--- config.mk ---
export PLATFORM = sky130hd
export DESIGN_NAME = pnfp_queue
export DESIGN_NICKNAME = d
export VERILOG_FILES = /design/src/rtl/pnfp_pkg.sv /design/src/rtl/pnfp_queue.sv
export SDC_FILE = /design/constraint.sdc
export NUM_CORES = 1
export LEC_CHECK = 0
export ABC_AREA = 1
export BUFFER_PORTS_ARGS = -buffer_cell sky130_fd_sc_hd__clkbuf_2
export CORE_ASPECT_RATIO = 0.9
export CORE_MARGIN = 2
export CORE_UTILIZATION = 48
export DETAILED_ROUTE_END_ITERATION = 12
export PLACE_DENSITY = 0.72
export SETUP_SLACK_MARGIN = 0.05
export SLEW_MARGIN = 10
export SYNTH_ARGS = -nofsm -noshare
export SYNTH_HDL_FRONTEND = slang
export SYNTH_SLANG_ARGS = --single-unit
--- constraint.sdc ---
create_clock -name clock -period 41.4 [get_ports clock]
set_input_delay 2.07 -clock clock [delete_from_list [all_inputs] [get_ports clock]]
set_output_delay 2.07 -clock clock [all_outputs]
set_load 0.01 [all_outputs]
--- src/rtl/pnfp_pkg.sv ---
// Shared widths and item types for the plane normal pipeline.
package pnfp_pkg;

   localparam int COORD_W   = 16;
   localparam int EDGE_W    = COORD_W + 1;
   localparam int PROD_W    = 2 * EDGE_W;
   localparam int CROSS_W   = 2 * COORD_W + 4;
   localparam int MAG_W     = 2 * COORD_W + 2;
   localparam int LO_W      = 32;
   localparam int HI_W      = MAG_W - LO_W;
   localparam int SUM_W     = 72;
   localparam int ROOT_W    = SUM_W / 2;
   localparam int REM_W     = ROOT_W + 4;
   localparam int FRAC_W    = 15;
   localparam int OUT_W     = FRAC_W + 1;
   localparam int DIVR_W    = ROOT_W + 1;
   localparam int SQ_STAGES = ROOT_W;
   localparam int DV_STAGES = FRAC_W + 1;
   localparam int IN_FIELDS = 9;

   typedef logic signed [COORD_W-1:0] coord_type;

   // Cross product as magnitudes and signs, with its squared length.
   typedef struct packed {
      logic [2:0][MAG_W-1:0] mag;
      logic [2:0]            neg;
      logic [SUM_W-1:0]      sum;
   } cross_type;

   typedef struct packed {
      logic [SUM_W-1:0]      s;
      logic [REM_W-1:0]      rem;
      logic [ROOT_W-1:0]     root;
      logic [2:0][MAG_W-1:0] mag;
      logic [2:0]            neg;
   } sqrt_type;

   typedef struct packed {
      logic [ROOT_W-1:0]      len;
      logic [2:0][DIVR_W-1:0] r;
      logic [2:0][OUT_W-1:0]  q;
      logic [2:0]             neg;
   } div_type;

endpackage

--- src/rtl/pnfp_queue.sv ---
// Two-entry queue between the front end and the back end.
module pnfp_queue (
   input  logic                clock,
   input  logic                reset,
   input  logic                wr_valid,
   output logic                wr_ready,
   input  pnfp_pkg::cross_type wr_data,
   output logic                rd_valid,
   input  logic                rd_ready,
   output pnfp_pkg::cross_type rd_data
);

   logic [1:0]          cnt_ff;
   pnfp_pkg::cross_type ent0_ff;
   pnfp_pkg::cross_type ent1_ff;
   logic                push;
   logic                pop;

   assign wr_ready = (cnt_ff != 2'd2);
   assign rd_valid = (cnt_ff != 2'd0);
   assign rd_data  = ent0_ff;
   assign push     = wr_valid && wr_ready;
   assign pop      = rd_valid && rd_ready;

   always_ff @(posedge clock) begin
      if (reset) begin
         cnt_ff <= '0;
      end else begin
         cnt_ff <= cnt_ff + 2'(push) - 2'(pop);
      end
   end

   // The head always sits in the first entry; a pop shifts the second one up.
   always_ff @(posedge clock) begin
      if (push && pop) begin
         if (cnt_ff == 2'd1) begin
            ent0_ff <= wr_data;
         end else begin
            ent0_ff <= ent1_ff;
            ent1_ff <= wr_data;
         end
      end else if (pop) begin
         ent0_ff <= ent1_ff;
      end else if (push) begin
         if (cnt_ff == 2'd0) begin
            ent0_ff <= wr_data;
         end else begin
            ent1_ff <= wr_data;
         end
      end
   end

endmodule

==> results of run 1 <==
## layout by cell type, fill, tap and decap left out
cell | netlist | layout
nand2_1 | 718 | 717
nand3_1 | 530 | 530
clkbuf_2 | 0 | 359
edfxtp_1 | 354 | 354
clkbuf_16 | 0 | 40
clkinv_1 | 0 | 13
buf_4 | 6 | 13
clkinv_2 | 0 | 8
clkbuf_1 | 65 | 7
diode_2 | 0 | 6
inv_1 | 5 | 5
nor2_1 | 4 | 4
inv_6 | 0 | 3
nor2_4 | 1 | 2
nand2_8 | 0 | 2
inv_2 | 2 | 1
nand2_2 | 2 | 1
nand2_4 | 1 | 1
o21ai_4 | 0 | 1
a211oi_4 | 0 | 1
xnor2_1 | 1 | 1
ha_1 | 1 | 1
clkinv_8 | 0 | 1
bufinv_16 | 0 | 1
dfxtp_4 | 0 | 1
dfxtp_1 | 2 | 1
buf_12 | 0 | 1
## path summary, 6_finish.rpt
| kind | start | cells after the start | endpoint |
|---|---|---|---|
| max | rd_ready | 5 | rd_data[169] |
| min | ent1_ff[44] | 2 | rd_data[44] |
| min reg2reg | ent1_ff[44] | 2 | rd_data[44] |
| max reg2reg | cnt_ff[0] | 6 | rd_data[169] |
## per-stage QoR
| stage | hold WS [ps] | util, % | power (mW) | cell area [sq um] | worst slack (ps) |
|---|---|---|---|---|---|
| global route | 619.1 | 58.17 | 1.551 | 19890 | 36750 |
| finish | 591.2 | 58.17 | 1.467 | 19890 | 36940 |
| detailed placement | 577.8 | 54.67 | 1.147 | 18690 | 36370 |
| CTS | 586.4 | 58.12 | 1.476 | 19870 | 36910 |
| floorplan | 548.9 | - | 0.9877 | 16730 | 25440 |
| global placement | 568.6 | 54.67 | 1.134 | 18690 | 36370 |
## flip-flops by register name (all words and copies together) (netlist names)
name     cells
cnt_ff       2
rd_data    177
ent1_ff    177
## power by group
group | switching [mW] | leakage (nW) | total [mW] | internal, mW
Sequential | 0.0555 | 3.36 | 0.605 | 0.549
Combinational | 0.386 | 4.65 | 0.536 | 0.150
Clock | 0.143 | 0.583 | 0.326 | 0.184
## cells by family after synthesis
family          after synthesis  synth area share, %
flops                       356                63.78
xor+xnor                      1              0.05237
fa+ha+maj                     1              0.07478
buf+inv                     141                3.710
simple gates               1257                32.30
compound gates                2              0.07478
## per-layer routing
layer  up-vias  global-route usage (%)  share of wire, %  wire [um]
li1       6649                       -                 -          -
met1      6969                   33.51                38      18370
met2       758                   42.10                49      23460
met3       133                   5.375               8.6       4159
met4         2                   13.10               4.8       2305
met5         -                       0             0.027         13
## tightest hold or removal path: stages (launching register included)
cell	delay [ps]
edfxtp_1	340
nand3_1	80
nand3_1	80
## layout make-up
cell class / instances / area [sq um] / area share [%]
Clock buffer: 47 / 1027 / 5.165
Sequential cell: 356 / 10670 / 53.67
Clock inverter: 25 / 152.6 / 0.7675
Multi-Input combinational cell: 1261 / 5497 / 27.64
Antenna cell: 6 / 15.01 / 0.07549
Tap cell: 462 / 578.1 / 2.906
Timing Repair Buffer: 373 / 1914 / 9.625
Inverter: 7 / 31.28 / 0.1573
==> run_results.csv, run 1 <==
group,metric,value,unit
detailed_routing,drt-wirelength-per-cell,19.04,um
timing,slew_headroom,13.35,%
die,die_area,36360,sq um
die,die_w,200.8,um
detailed_routing,via_per_inst,5.720,
clock_network,clock-root-buffer,"clkbuf_16",
clock_network,cts-resized-gates,0,
worst_setup_path,required,41550,ps
worst_setup_path,path_class,"primary input to flop",
worst_hold_path,hp-class,"flop to flop",
global_route,grt_use_total,26.03,%
clock_network,clk_pin_slew_worst_paths,60,ps
worst_setup_path,crit_path_end_kind,"flop",
yosys,synth_most_common_cell,"nand2_1",
run_status,status,"finished, final reports clean",
yosys,ys_ff_latch,356,
final_layout,layoutNonFillerInstCount,2537,
yosys,ys.flop_type,"edfxtp_1",
worst_setup_path,crit_arrival,4610,ps
die,row_count,64,
power,p_leak,8.592,nW
final_layout,syn2layout_area_growth,18.89,%
timing,hold_violations,0,
timing,final.period_utilization,10.77,%
yosys,synth.avg_cell_area,9.516,sq um
yosys,ys_seq_area_share,63.78,%
yosys,netlist_area,16730,sq um
final_layout,fill_cells,2911,
yosys,synthDistinctLibCells,19,
global_route,grt_pass1_wl,76.07,mm
final_layout,drive_gt1_share,21.07,%
yosys,synth_edf_count,354,
timing,fmax,0.2242,GHz
yosys,synth_fp_nets,1940,
worst_setup_path,cp_num_buf_inv,3,
timing,finalCriticalPeriod,4459,ps
detailed_routing,drtPass1Iterations,5,
worst_setup_path,cpMaxStageDelayCell,"buf_4",
detailed_routing,vias,14510,
timing,tns,0,ps
die,core_area,34190,sq um
placed_design,dpl.cell_count,2459,
worst_setup_path,r2r_setup_slack,37290,ps
global_route,grt_pass1_vias,14120,
timing,worst_pin_slew,1300,ps
clock_network,clk_path_buf_depth,3,
yosys,synth_area_leader_cell,"edfxtp_1",
placed_design,gp_congestion,0.8175,
clock_network,post-cts-setup-buffers,0,
clock_network,cts_max_level,2,
die,start_util,48.92,%
yosys,syn_inst,1758,
die,io_pins,360,
worst_setup_path,max_stage_delay,650,ps
global_route,grt_max_degree,178,
die,die_h,181.1,um
yosys,yosys_warnings,0,
yosys,synthTopCellsByCount,"nand2_1, nand3_1, edfxtp_1",
clock_network,insertion_delay,530,ps
worst_setup_path,cp_cell_sequence,"clkbuf_2 > nand2_8 > o21ai_4 > buf_4 > buf_4",
clock_network,cts_hold_buf,0,
timing,skew,15.54,ps
placed_design,dpl.hpwl,27.45,mm
power,p_per_area,73.77,nW/um^2
power,vdd_ir_drop_max,0.04482,mV
clock_network,cts_made_buffers,39,
yosys,synth-async-reset-ratio,0,%
clock_network,cts_tree,"built",
timing,slew_viol_final,0,
worst_setup_path,path_common_cell,"buf_4",
clock_network,clock_sinks,356,
worst_setup_path,critical_path.top_delay_family,"buffers and inverters",
yosys,yosys.area.top_type_share,63.55,%
detailed_routing,drc_errors,0,
detailed_routing,drt.antenna.violating_nets,0,
detailed_routing,drtIter0Drc,1294,
worst_setup_path,critical_path_peak_fanout,111,
timing,setup_viol,0,
run,maxCapViolCount,0,
global_route,antenna_found_initial,7,
placed_design,port_buffers,359,
worst_setup_path,setup.worst_path.start_class,"primary input",
final_layout,nNetsFinal,2220,
timing,rsz0062_at_grt,"no",
yosys,yosys-top-cells-area,"edfxtp_1, nand2_1, nand3_1",
global_route,grt_overflow_total,0,
detailed_routing,drt-total-wl,48.30,mm
Power figures use the tool's default switching activity.
==> inputs of run 2 (changes only) <==
--- a/config.mk
+++ b/config.mk
@@ -5,13 +5,13 @@
 export SDC_FILE = /design/constraint.sdc
 export NUM_CORES = 1
 export LEC_CHECK = 0
-export ABC_AREA = 1
+export ABC_AREA = 0
 export BUFFER_PORTS_ARGS = -buffer_cell sky130_fd_sc_hd__clkbuf_2
 export CORE_ASPECT_RATIO = 0.9
 export CORE_MARGIN = 2
-export CORE_UTILIZATION = 48
+export CORE_UTILIZATION = 47
 export DETAILED_ROUTE_END_ITERATION = 12
-export PLACE_DENSITY = 0.72
+export PLACE_DENSITY = 0.75
 export SETUP_SLACK_MARGIN = 0.05
 export SLEW_MARGIN = 10
 export SYNTH_ARGS = -nofsm -noshare
==> constraint.sdc (replaced) <==
create_clock -name clock -period 3.8 [get_ports clock]
set_input_delay 0.19 -clock clock [delete_from_list [all_inputs] [get_ports clock]]
set_output_delay 0.19 -clock clock [all_outputs]
set_load 0.01 [all_outputs]
==> run 2 against run 1 <==
- clock power increased to 11 times the previous value
- non-clock buffer count increased by 171
- register-to-register slack got worse by 36000 ps
- worst hold slack got worse by 230 ps
- first-iteration DRC count fell by 69%
- via count fell by 48%
- area after synthesis decreased by 19%
- die area decreased by 17%
- utilization grew 7.2 points
- clock-buffer cell count increased by 4
- critical path type is now flop to flop
- critical endpoint is now rd_data[6]
- largest cell class unchanged
- largest power group unchanged
- highest routed layer unchanged
==> run_results.csv, run 2 <==
group,metric,value,unit
run_status,status,"finished, final reports clean",
global_route,grt_pass1_vias,7915,
clock_network,insertion_delay,510,ps
yosys,synthMuxAreaShare,18.43,%
detailed_routing,drt.antenna.violating_nets,0,
final_layout,final_area,18730,sq um
final_layout,nNetsFinal,1318,
clock_network,clk_path_buf_depth,3,
die,die_area,30280,sq um
timing,timing.hold.ws,358.8,ps
final_layout,layout_commonest_cell,"clkbuf_2",
placed_design,post_dp_cell_area,15680,sq um
global_route,grt_pass1_wl,43.82,mm
clock_network,cts_max_level,2,
timing,tns,0,ps
detailed_routing,via_per_inst,4.891,
detailed_routing,vias,7508,
placed_design,gp_congestion,0.7674,
power,clkPwrFrac,35.4,%
power,intPower,8.001,mW
final_layout,drive_gt1_share,51.67,%
placed_design,port_buffers,359,
yosys,yosys-top-cells-area,"edfxtp_1, mux2_4, mux2_2",
power,switching_share,23.68,%
global_route,antenna_found_initial,3,
die,core_area,28640,sq um
yosys,synth_area_leader_cell,"edfxtp_1",
detailed_routing,drt-total-wl,29.78,mm
power,p_leak,7.742,nW
global_route,grt_max_degree,98,
power,switching_power,2.482,mW
die,io_pins,360,
placed_design,dpl.hpwl,17.32,mm
yosys,ys_ff_latch,356,
yosys,synth_fp_nets,753,
timing,fmax,0.4554,GHz
yosys,synth_xor_area_share,0,%
worst_setup_path,required,4060,ps
worst_setup_path,path_class,"flop to flop",
clock_network,cts_made_buffers,38,
yosys,synth.avg_cell_area,23.79,sq um
yosys,yosys.area.top_type_share,78.27,%
detailed_routing,drtIter0Drc,397,
yosys,synth-async-reset-ratio,0,%
yosys,synthTopCellsByCount,"edfxtp_1, mux2_4, mux2_2",
timing,worst_pin_slew,1137,ps
yosys,synth_compound_area_share,0.3409,%
detailed_routing,drc_errors,0,
yosys,ys_seq_area_share,78.56,%
yosys,yosys_warnings,0,
power,vdd_ir_drop_max,0.4141,mV
timing,slew_headroom,24.22,%
clock_network,cts_tree,"built",
yosys,synth_edf_count,354,
global_route,grt_overflow_total,0,
final_layout,layout_common_cells,"clkbuf_2, edfxtp_1, dlygate4sd3_1, mux2_4, mux2_2",
yosys,yosys.area_share.adder,0.09212,%
die,die_h,165.3,um
die,start_util,47.42,%
run,maxCapViolCount,0,
clock_network,clock_sinks,356,
die,die_w,183.2,um
timing,hold_violations,0,
yosys,synth_top_family_by_area,"multiplexers",
worst_setup_path,crit_arrival,2460,ps
power,power_frac_seq,48.5,%
detailed_routing,drtPass1Iterations,4,
worst_setup_path,critical_path_peak_fanout,53,
yosys,netlist_area,13580,sq um
worst_setup_path,setup.worst_path.start_class,"flop",
final_layout,fill_cells,1892,
yosys,synth-simple-area-share,0.5067,%
final_layout,syn2layout_area_growth,37.92,%
yosys,syn_inst,571,
yosys,ys.flop_type,"edfxtp_1",
timing,skew,12.50,ps
yosys,synth_most_common_cell,"edfxtp_1",
timing,final.period_utilization,57.78,%
worst_setup_path,crit_path_end_kind,"flop",
worst_hold_path,hp-class,"primary input to flop",
die,row_count,59,
power,pwr-share-comb,16.1,%
timing,setup_viol,0,
global_route,grt_use_total,18.88,%
clock_network,cts-resized-gates,0,
timing,finalCriticalPeriod,2196,ps
detailed_routing,drt-wirelength-per-cell,19.40,um
timing,slew_viol_final,0,
power,p_per_area,559.7,nW/um^2
clock_network,clock-root-buffer,"clkbuf_16",
clock_network,clk_pin_slew_worst_paths,60,ps
timing,rsz0062_at_grt,"no",
yosys,synthDistinctLibCells,20,
==> run 2: cell count changes in the layout (fill, tap and decap cells not counted), sizes merged, moves of 3 or more <==
cell         delta
clkinv         -10
buf             -7
nand3         -530
nor2            -4
inv             -9
nand2         -720
clkbuf          +4
bufinv          +3
mux2          +179
dlygate4sd3   +178
nor2b           +5
==> run 2: per-layer routing <==
layer / vias up / track usage [%] / wire length (um)
met2: 306 / 32.80 / 15070
met5: - / 0 / 6
met1: 3710 / 22.50 / 11590
met3: 59 / 5.482 / 2321
li1: 3431 / - / -
met4: 2 / 7.055 / 793
==> run 2: kinds of logic (layout without fill, tap and decap cells) <==
family | Yosys count | in the layout
AND/OR/NAND/NOR | 11 | 11
AO/OA/AOI/OAI | 5 | 5
adder cells (fa/ha/maj) | 1 | 1
flip-flops | 356 | 356
multiplexers | 179 | 179
buffers and inverters | 19 | 613
other | 0 | 4
==> run 2: repair_timing <==
action,4_1_cts,5_1_grt
hold buffers,178,0
hold endpoints to repair,313,0
buffers inserted,0,0
==> run 2: path summary, 6_finish.rpt <==
| kind | slack, ps | to | cells past startpoint | from |
|---|---|---|---|---|
| setup / recovery | 1600 | rd_data[6] | 4 | cnt_ff[0] |
| hold / removal | 360 | cnt_ff[1] | 4 | wr_valid |
| setup reg to reg | 1600 | rd_data[6] | 4 | cnt_ff[0] |
| hold reg to reg | 540 | rd_data[115] | 1 | ent1_ff[115] |
==> run 2: critical path, cell delays in order (launching register included) <==
cell and delay [ps]:
dfxtp_1 370, nor2b_4 160, o21ai_4 170, buf_4 730, mux2_2 430
==> run 2: through the flow <==
step / setup slack [ps] / total power, mW / std cells / util, %
after floorplan: 206.3 / 6.105 / 571 / -
after global placement: 1639 / 6.644 / 1284 / 54.75
after detailed placement: 1598 / 6.685 / 1284 / 54.75
after CTS: 1596 / 10.55 / 1531 / 65.36
after global routing: 1495 / 10.87 / 1534 / 65.39
final: 1604 / 10.48 / 1535 / 65.40
==> run 2: power by group through the flow <==
stage,logic [mW],registers [mW],clock network (mW)
2_1_floorplan,0.746,5.36,0
3_3_place_gp,1.50,5.14,0
3_5_place_dp,1.53,5.16,0
4_1_cts,1.68,5.08,3.79
5_1_grt,1.80,5.13,3.95
6_report,1.69,5.09,3.71
==> run 2: cell type report <==
type | count | area (sq um) | area share, %
sequential | 356 | 10670 | 56.96
timing repair buffer | 544 | 3681 | 19.65
multi-input combinational | 196 | 2654 | 14.17
clock buffer | 51 | 1074 | 5.731
tap | 366 | 457.9 | 2.445
clock inverter | 18 | 185.2 | 0.9886
antenna | 4 | 10.01 | 0.05344
